### src/rtl/lp_pkg.sv
package lp_pkg;

	localparam int ORDER_W = 6;
	localparam int ARG_W = 18;
	localparam int VALUE_W = 18;
	localparam int SLOPE_W = 27;

	localparam int MAX_ORDER_DEF = 32;
	localparam int FRAC_BITS_DEF = 16;

	// quotient bits resolved per divider cycle
	localparam int DIV_DIGIT = 8;

	typedef enum logic [2:0] {
		ST_IDLE,
		ST_MUL,
		ST_COMB,
		ST_DIV,
		ST_FIN
	} state_t;

	typedef struct packed {
		logic busy;
		logic done;
	} div_sts_t;

endpackage

### src/rtl/lp_if.sv
interface lp_req_if import lp_pkg::*; ();
	logic                    valid;
	logic                    ready;
	logic [ORDER_W-1:0]      order;
	logic signed [ARG_W-1:0] arg;

	modport source (output valid, output order, output arg, input ready);
	modport sink (input valid, input order, input arg, output ready);
endinterface

interface lp_rsp_if import lp_pkg::*; ();
	logic                      valid;
	logic                      ready;
	logic signed [VALUE_W-1:0] poly_value;
	logic signed [SLOPE_W-1:0] poly_slope;

	modport source (output valid, output poly_value, output poly_slope, input ready);
	modport sink (input valid, input poly_value, input poly_slope, output ready);
endinterface

### src/rtl/lp_div.sv
module lp_div import lp_pkg::*; #(
	parameter int NW = 37,
	parameter int KW = 6,
	parameter int DIGIT = DIV_DIGIT
) (
	input  logic                 clk,
	input  logic                 arst_n,
	input  logic                 start,
	input  logic signed [NW-1:0] num,
	input  logic [KW-1:0]        divisor,
	output div_sts_t             sts,
	output logic signed [NW-1:0] quot
);

	localparam int DCNT = (NW + DIGIT - 1) / DIGIT;
	localparam int DPW = DCNT * DIGIT;
	localparam int CW = $clog2(DCNT + 1);

	logic            busy_q;
	logic [CW-1:0]   cnt_q;
	logic            neg_q;
	logic [KW-1:0]   rem_q;
	logic [KW-1:0]   dvs_q;
	logic [DPW-1:0]  dq_q;
	logic [KW-1:0]   rem_d;
	logic [DPW-1:0]  dq_d;
	logic [NW-1:0]   mag;
	logic [NW-1:0]   qmag;

	assign mag = num[NW-1] ? NW'(-num) : NW'(num);

	// one digit of restoring division, one bit per inner step
	always_comb begin
		logic [KW:0]    t;
		logic [KW-1:0]  r;
		logic [DPW-1:0] d;
		r = rem_q;
		d = dq_q;
		for (int i = 0; i < DIGIT; i++) begin
			t = {r, d[DPW-1]};
			d = {d[DPW-2:0], 1'b0};
			if (t >= {1'b0, dvs_q}) begin
				t = t - {1'b0, dvs_q};
				d[0] = 1'b1;
			end
			r = t[KW-1:0];
		end
		rem_d = r;
		dq_d = d;
	end

	assign qmag = dq_d[NW-1:0];
	assign quot = neg_q ? -$signed(qmag) : $signed(qmag);
	assign sts.busy = busy_q;
	assign sts.done = busy_q && (cnt_q == CW'(1));

	always_ff @(posedge clk or negedge arst_n) begin
		if (!arst_n) begin
			busy_q <= 1'b0;
			cnt_q <= '0;
		end else if (start) begin
			busy_q <= 1'b1;
			cnt_q <= CW'(DCNT);
		end else if (busy_q) begin
			cnt_q <= cnt_q - CW'(1);
			if (cnt_q == CW'(1)) begin
				busy_q <= 1'b0;
			end
		end
	end

	always_ff @(posedge clk) begin
		if (start) begin
			dq_q <= DPW'(mag);
			rem_q <= '0;
			neg_q <= num[NW-1];
			dvs_q <= divisor;
		end else if (busy_q) begin
			dq_q <= dq_d;
			rem_q <= rem_d;
		end
	end

endmodule

### src/rtl/legendre_value_and_slope.sv
// the value and slope lanes share one fixed point multiplier and one divider resolving
// 8 quotient bits a cycle; one request in flight at a time
// throughput: a new request is taken the cycle after its result is registered
// reset: arst_n asynchronous active low, returns the sequencer to idle with no result pending
module legendre_value_and_slope import lp_pkg::*; #(
	parameter int MAX_ORDER = MAX_ORDER_DEF,
	parameter int FRAC_BITS = FRAC_BITS_DEF
) (
	input  logic     clk,
	input  logic     arst_n,
	lp_req_if.sink   req,
	lp_rsp_if.source rsp
);

	localparam int MAXS = MAX_ORDER * (MAX_ORDER + 1) / 2;
	localparam int VW = FRAC_BITS + $clog2(MAXS + 1) + 2;
	localparam int XW = FRAC_BITS + 2;
	localparam int MW = VW + 1;
	localparam int KW = $clog2(MAX_ORDER + 1);
	localparam int NW = MW + KW + 2;
	localparam int CMPW = ((VW > SLOPE_W) ? VW : SLOPE_W) + 1;

	localparam logic signed [VW-1:0] ONE_V = VW'(longint'(1) << FRAC_BITS);
	localparam logic signed [31:0] ONE_A = 32'(longint'(1) << FRAC_BITS);
	localparam logic signed [CMPW-1:0] ONE_C = CMPW'(longint'(1) << FRAC_BITS);
	localparam logic signed [CMPW-1:0] SLOPE_LIM = CMPW'((longint'(1) << (SLOPE_W - 1)) - 1);

	state_t                    state_q, state_d;
	logic                      lane_q;
	logic [KW-1:0]             k_q;
	logic [KW-1:0]             n_q;
	logic                      ovalid_q;
	logic signed [XW-1:0]      x_q;
	logic signed [VW-1:0]      pp_q, pc_q, dp_q, dc_q, pn_q;
	logic signed [MW-1:0]      m_q;
	logic signed [VALUE_W-1:0] val_q;
	logic signed [SLOPE_W-1:0] slp_q;

	logic                      accept;
	logic                      out_load;
	logic                      last_step;
	logic [KW-1:0]             n_in;
	logic signed [31:0]        a_ext;
	logic signed [31:0]        x_clamp;

	logic signed [VW-1:0]      v_sel;
	logic [XW-2:0]             ax;
	logic [VW-1:0]             av;
	logic [VW+XW-2:0]          prod;
	logic [MW-1:0]             fx_mag;
	logic signed [MW-1:0]      fx;
	logic signed [MW-1:0]      m_d;

	logic [KW:0]               c1;
	logic [KW-1:0]             c2;
	logic signed [VW-1:0]      prev_sel;
	logic signed [NW-2:0]      t1, t2;
	logic signed [NW-1:0]      num;

	div_sts_t                  div_sts;
	logic signed [NW-1:0]      quot;
	logic signed [VW-1:0]      q;

	logic signed [CMPW-1:0]    pe, de, pv, dv;

	// request staging
	assign a_ext = 32'(req.arg);
	assign x_clamp = (a_ext > ONE_A) ? ONE_A : ((a_ext < -ONE_A) ? -ONE_A : a_ext);
	assign n_in = ({26'd0, req.order} > 32'(MAX_ORDER)) ? KW'(MAX_ORDER) : KW'(req.order);

	// shared fixed point multiply, truncated toward zero
	assign v_sel = lane_q ? dc_q : pc_q;
	assign ax = x_q[XW-1] ? (XW-1)'(-x_q) : x_q[XW-2:0];
	assign av = v_sel[VW-1] ? VW'(-v_sel) : VW'(v_sel);
	assign prod = {{(XW-1){1'b0}}, av} * {{VW{1'b0}}, ax};
	assign fx_mag = prod[FRAC_BITS +: MW];
	assign fx = (x_q[XW-1] != v_sel[VW-1]) ? -$signed(fx_mag) : $signed(fx_mag);
	assign m_d = lane_q ? (fx + MW'(pc_q)) : fx;

	// recurrence numerator
	assign c1 = {k_q, 1'b0} - (KW+1)'(1);
	assign c2 = k_q - KW'(1);
	assign prev_sel = lane_q ? dp_q : pp_q;
	assign t1 = $signed({1'b0, c1}) * m_q;
	assign t2 = $signed({1'b0, c2}) * prev_sel;
	assign num = NW'(t1) - NW'(t2);

	lp_div #(
		.NW(NW),
		.KW(KW),
		.DIGIT(DIV_DIGIT)
	) u_div (
		.clk(clk),
		.arst_n(arst_n),
		.start(state_q == ST_COMB),
		.num(num),
		.divisor(k_q),
		.sts(div_sts),
		.quot(quot)
	);

	assign q = quot[VW-1:0];
	assign last_step = lane_q && (k_q == n_q);

	always_comb begin
		state_d = state_q;
		req.ready = 1'b0;
		out_load = 1'b0;
		case (state_q)
			ST_IDLE: begin
				req.ready = 1'b1;
				if (req.valid) begin
					state_d = (n_in < KW'(2)) ? ST_FIN : ST_MUL;
				end
			end
			ST_MUL: state_d = ST_COMB;
			ST_COMB: state_d = ST_DIV;
			ST_DIV: begin
				if (div_sts.done) begin
					state_d = last_step ? ST_FIN : ST_MUL;
				end
			end
			ST_FIN: begin
				if (!ovalid_q || rsp.ready) begin
					out_load = 1'b1;
					state_d = ST_IDLE;
				end
			end
			default: state_d = ST_IDLE;
		endcase
	end

	assign accept = req.valid && req.ready;

	always_ff @(posedge clk or negedge arst_n) begin
		if (!arst_n) begin
			state_q <= ST_IDLE;
			lane_q <= 1'b0;
			k_q <= '0;
			ovalid_q <= 1'b0;
		end else begin
			state_q <= state_d;
			if (accept) begin
				lane_q <= 1'b0;
				k_q <= KW'(2);
			end else if (state_q == ST_DIV && div_sts.done) begin
				lane_q <= !lane_q;
				if (lane_q && !last_step) begin
					k_q <= k_q + KW'(1);
				end
			end
			if (out_load) begin
				ovalid_q <= 1'b1;
			end else if (rsp.ready) begin
				ovalid_q <= 1'b0;
			end
		end
	end

	always_ff @(posedge clk) begin
		if (accept) begin
			x_q <= x_clamp[XW-1:0];
			n_q <= n_in;
			pp_q <= ONE_V;
			dp_q <= '0;
			if (n_in == '0) begin
				pc_q <= ONE_V;
				dc_q <= '0;
			end else begin
				pc_q <= VW'(x_clamp);
				dc_q <= ONE_V;
			end
		end else if (state_q == ST_DIV && div_sts.done) begin
			if (!lane_q) begin
				pn_q <= q;
			end else begin
				pp_q <= pc_q;
				pc_q <= pn_q;
				dp_q <= dc_q;
				dc_q <= q;
			end
		end
		if (state_q == ST_MUL) begin
			m_q <= m_d;
		end
		if (out_load) begin
			val_q <= pv[VALUE_W-1:0];
			slp_q <= dv[SLOPE_W-1:0];
		end
	end

	// output saturation
	assign pe = CMPW'(pc_q);
	assign de = CMPW'(dc_q);
	assign pv = (pe > ONE_C) ? ONE_C : ((pe < -ONE_C) ? -ONE_C : pe);
	assign dv = (de > SLOPE_LIM) ? SLOPE_LIM : ((de < -SLOPE_LIM) ? -SLOPE_LIM : de);

	assign rsp.valid = ovalid_q;
	assign rsp.poly_value = val_q;
	assign rsp.poly_slope = slp_q;

	a_ready_div_idle: assert property (@(posedge clk) disable iff (!arst_n)
		req.ready |-> !div_sts.busy)
		else $error("request taken while divider busy");

	a_one_in_flight: assert property (@(posedge clk) disable iff (!arst_n)
		req.valid && req.ready |=> !req.ready)
		else $error("second request taken during work");

	a_k_range: assert property (@(posedge clk) disable iff (!arst_n)
		(state_q == ST_MUL || state_q == ST_COMB || state_q == ST_DIV)
		|-> (k_q >= KW'(2) && k_q <= n_q))
		else $error("recurrence index out of range");

	a_done_in_div: assert property (@(posedge clk) disable iff (!arst_n)
		div_sts.done |-> state_q == ST_DIV)
		else $error("divider finished outside divide state");

endmodule

### src/flat_wrapper.sv
// flat-port wrapper written by rule: the top's interface ports become plain ports
module legendre_value_and_slope_flat import lp_pkg::*;
#(
	parameter int MAX_ORDER = MAX_ORDER_DEF,
	parameter int FRAC_BITS = FRAC_BITS_DEF
)
  (clk, arst_n, req_valid, req_order, req_arg, req_ready, rsp_valid, rsp_poly_value, rsp_poly_slope, rsp_ready);
  lp_req_if req_i ();
  lp_rsp_if rsp_i ();
  input  logic clk;
  input  logic arst_n;
  input wire logic [$bits(req_i.valid)-1:0] req_valid;
  input wire logic [$bits(req_i.order)-1:0] req_order;
  input wire logic [$bits(req_i.arg)-1:0] req_arg;
  output wire logic [$bits(req_i.ready)-1:0] req_ready;
  output wire logic [$bits(rsp_i.valid)-1:0] rsp_valid;
  output wire logic [$bits(rsp_i.poly_value)-1:0] rsp_poly_value;
  output wire logic [$bits(rsp_i.poly_slope)-1:0] rsp_poly_slope;
  input wire logic [$bits(rsp_i.ready)-1:0] rsp_ready;
  assign req_i.valid = req_valid;
  assign req_i.order = req_order;
  assign req_i.arg = req_arg;
  assign req_ready = req_i.ready;
  assign rsp_valid = rsp_i.valid;
  assign rsp_poly_value = rsp_i.poly_value;
  assign rsp_poly_slope = rsp_i.poly_slope;
  assign rsp_i.ready = rsp_ready;
  legendre_value_and_slope #(.MAX_ORDER(MAX_ORDER), .FRAC_BITS(FRAC_BITS)) u_core (.clk(clk), .arst_n(arst_n), .req(req_i), .rsp(rsp_i));
endmodule
### config.mk
export PLATFORM = sky130hd
export DESIGN_NAME = legendre_value_and_slope_flat
export DESIGN_NICKNAME = d
export VERILOG_FILES = /design/src/rtl/lp_pkg.sv /design/src/rtl/lp_if.sv /design/src/rtl/lp_div.sv /design/src/rtl/legendre_value_and_slope.sv /design/src/flat_wrapper.sv
export SDC_FILE = /design/constraint.sdc
export NUM_CORES = 2
export LEC_CHECK = 0
export BUFFER_PORTS_ARGS = -buffer_cell sky130_fd_sc_hd__buf_2
export CAP_MARGIN = 5
export CORE_MARGIN = 5
export CORE_UTILIZATION = 60
export CTS_CLUSTER_SIZE = 25
export DETAILED_ROUTE_END_ITERATION = 10
export PLACE_DENSITY = 0.81
export SYNTH_ARGS = -nofsm -noshare
export SYNTH_HDL_FRONTEND = slang
export SYNTH_HIERARCHICAL = 1
export SYNTH_SLANG_ARGS = --single-unit
export TNS_END_PERCENT = 30
### constraint.sdc
create_clock -name clk -period 17.7 [get_ports clk]
set_input_delay 1.77 -clock clk [delete_from_list [all_inputs] [get_ports clk]]
set_output_delay 1.77 -clock clk [all_outputs]
set_load 0.02 [all_outputs]
==> flow_metrics.py <==
metrics = {
    "synth": {
        "ys_warn_count": 6,
        "synth.avg_cell_area_um2": 8.87,
        "synth_cells": 5411,
        "syn_nets": 6493,
        "netlist_area_mm2": 0.0480,
    },
    "floorplan": {
        "initial_core_util_pct": 60.7,
        "core_mm2": 0.0791,
        "dieArea_mm2": 0.0858,
        "die_x_um": 293,
        "die_y_um": 293,
        "io_pins": 75,
        "num_rows": 103,
    },
    "finish": {
        "fin_nets": 6576,
        "final_cell_mix": "918 x inv_1, 699 x fa_1, 620 x nand2_1",
        "stdcell_count": 6570,
        "nFillCells": 6383,
        "area_delta_synth_final_pct": 7.41,
        "drive_above_1_share_pct": 8.50,
        "diodes": 0,
        "final_common_cell": "inv_1",
    },
    "sta": {
        "fmax_mhz": 60.3,
        "hold_viol_final": 0,
        "period_needed_ns": 16.57,
        "setup_violations": 0,
        "drv_slew": 0,
        "slew_headroom_pct": 7.14,
        "min_period_over_period_pct": 93.6,
        "fin_skew_ns": 0.0244,
        "worst_pin_slew_ns": 1.38,
    },
    "critical_path": {
        "critical-path-max-stage-delay_ns": 0.44,
        "crit_required_ns": 17.98,
        "crit_path_max_fanout": 8,
        "cpMostUsedCell": "a21o_1",
        "critPathLaunchType": "flip-flop",
        "crit_path_end_kind": "flip-flop",
        "cp.arrival_ns": 16.86,
        "critPathKind": "flip-flop to flip-flop",
        "slowest_stage": "fa_1",
    },
    "cts": {
        "clkSinkCount": 306,
        "cts_hold_buf": 0,
        "htreeDepth": 2,
        "tritoncts": "yes",
        "clkLatencyLatePin_ns": 0.56,
        "cts-buffers-inserted": 34,
        "path_clk_slew_ns": 0.06,
        "cts_root_buf": "clkbuf_16",
        "clockBufferDepth": 3,
    },
    "routing": {
        "wl_um": 139000,
        "drt_iter0_drc": 3763,
        "via_count": 39476,
        "ant_nets": 0,
        "first_pass_iters": 6,
        "wl_per_cell_um": 21.2,
        "drc": 0,
        "via_per_inst": 6.01,
    },
    "placed_design": {
        "numPortBuffers": 74,
        "place_inst": 6504,
        "dp_hpwl_um": 110000,
        "gp_congestion": 0.994,
    },
    "grt": {
        "antenna_found_initial": 1,
        "grt_overflow_total": 0,
        "grt_usage_pct": 32.5,
        "grt_pass1_vias": 40390,
        "grt_pass1_wl_um": 220000,
        "grt_max_degree": 91,
    },
    "worst_hold_path": {
        "hold_class": "flip-flop to flip-flop",
    },
    "run": {
        "maxCapViolations": 0,
    },
    "outcome": {
        "status": "complete, no violations",
    },
}
-- area by class of cell --
class	instances	area, um^2	area share, %
tap	1050	1310	2.55
clock inverter	20	216	0.420
timing repair buffer	237	1590	3.09
inverter	922	3460	6.71
sequential	306	8470	16.4
multi-input combinational	3993	35600	69.0
clock buffer	42	911	1.77
-- state kept, by name, summed over array words and instances (netlist names) --
| signal | count |
|---|---|
| u_core/u_div/dq_q | 40 |
| u_core/m_q | 29 |
| u_core/dc_q | 28 |
| u_core/dp_q | 28 |
| u_core/pc_q | 28 |
| u_core/pn_q | 28 |
| u_core/pp_q | 28 |
| u_core/rsp.poly_slope | 27 |
| u_core/rsp.poly_value | 18 |
| u_core/x_q | 18 |
| u_core/k_q | 6 |
| u_core/n_q | 6 |
| u_core/u_div/dvs_q | 6 |
| u_core/u_div/rem_q | 6 |
| u_core/state_q | 3 |
| u_core/u_div/cnt_q | 3 |
| u_core/lane_q | 1 |
| u_core/rsp.valid | 1 |
| u_core/u_div/busy_q | 1 |
| u_core/u_div/neg_q | 1 |
-- metal layers --
metal | routed length [um] | GRT usage (%) | vias to the layer above
met5 | 15 | 0 | -
met1 | 51900 | 42.1 | 19259
li1 | - | - | 17521
met4 | 9350 | 16.9 | 2
met3 | 15400 | 7.68 | 516
met2 | 62500 | 51.4 | 2178
-- worst max-delay path, delay by kind of cell (launching register included) --
kind / cells / cell delay (ns)
AOI/OAI and AO/OA: 36 / 6.73
xor gates and xnor gates: 1 / 0.10
adders and majority gates: 9 / 2.78
buffers and inverters: 10 / 1.33
DFF: 1 / 0.35
muxes: 3 / 0.77
and+or+nand+nor: 23 / 4.20
-- worst paths after layout --
| path | start | to | slack [ns] | cells after the start |
|---|---|---|---|---|
| min in group asynchronous | arst_n | u_core/lane_q$_DFFE_PN0P_ | 1.11 | 1 |
| hold / removal | u_core/pp_q[26]$_SDFFE_PP0P_ | u_core/pp_q[26]$_SDFFE_PP0P_ | 0.45 | 2 |
| hold reg to reg | u_core/pp_q[26]$_SDFFE_PP0P_ | u_core/pp_q[26]$_SDFFE_PP0P_ | 0.45 | 2 |
| setup / recovery | u_core/u_div/dvs_q[1]$_DFFE_PP_ | u_core/dc_q[26]$_SDFFCE_PP0P_ | 1.13 | 82 |
| setup reg to reg | u_core/u_div/dvs_q[1]$_DFFE_PP_ | u_core/dc_q[26]$_SDFFCE_PP0P_ | 1.13 | 82 |
| max in group asynchronous | arst_n | u_core/lane_q$_DFFE_PN0P_ | 16.30 | 1 |
-- per-stage QoR --
stage	TNS (ns)	utilization, %	setup WS (ns)	instance area [um^2]	hold slack [ns]
6_report	0	65.2	1.13	51600	0.455
4_1_cts	0	65.1	0.687	51500	0.454
5_1_grt	-0.0630	65.2	-0.0630	51600	0.467
3_5_place_dp	0	63.7	0.771	50400	0.446
3_3_place_gp	0	63.7	0.992	50400	0.441
2_1_floorplan	0	-	0.453	48000	0.423
-- timing repair --
action / CTS / global route
setup buffers: 0 / 4
resized for setup: 0 / 15
setup endpoints to repair: 0 / 15
Power is not shown: default switching activity piles up to over one toggle a cycle in this logic, so the estimate is an artifact.
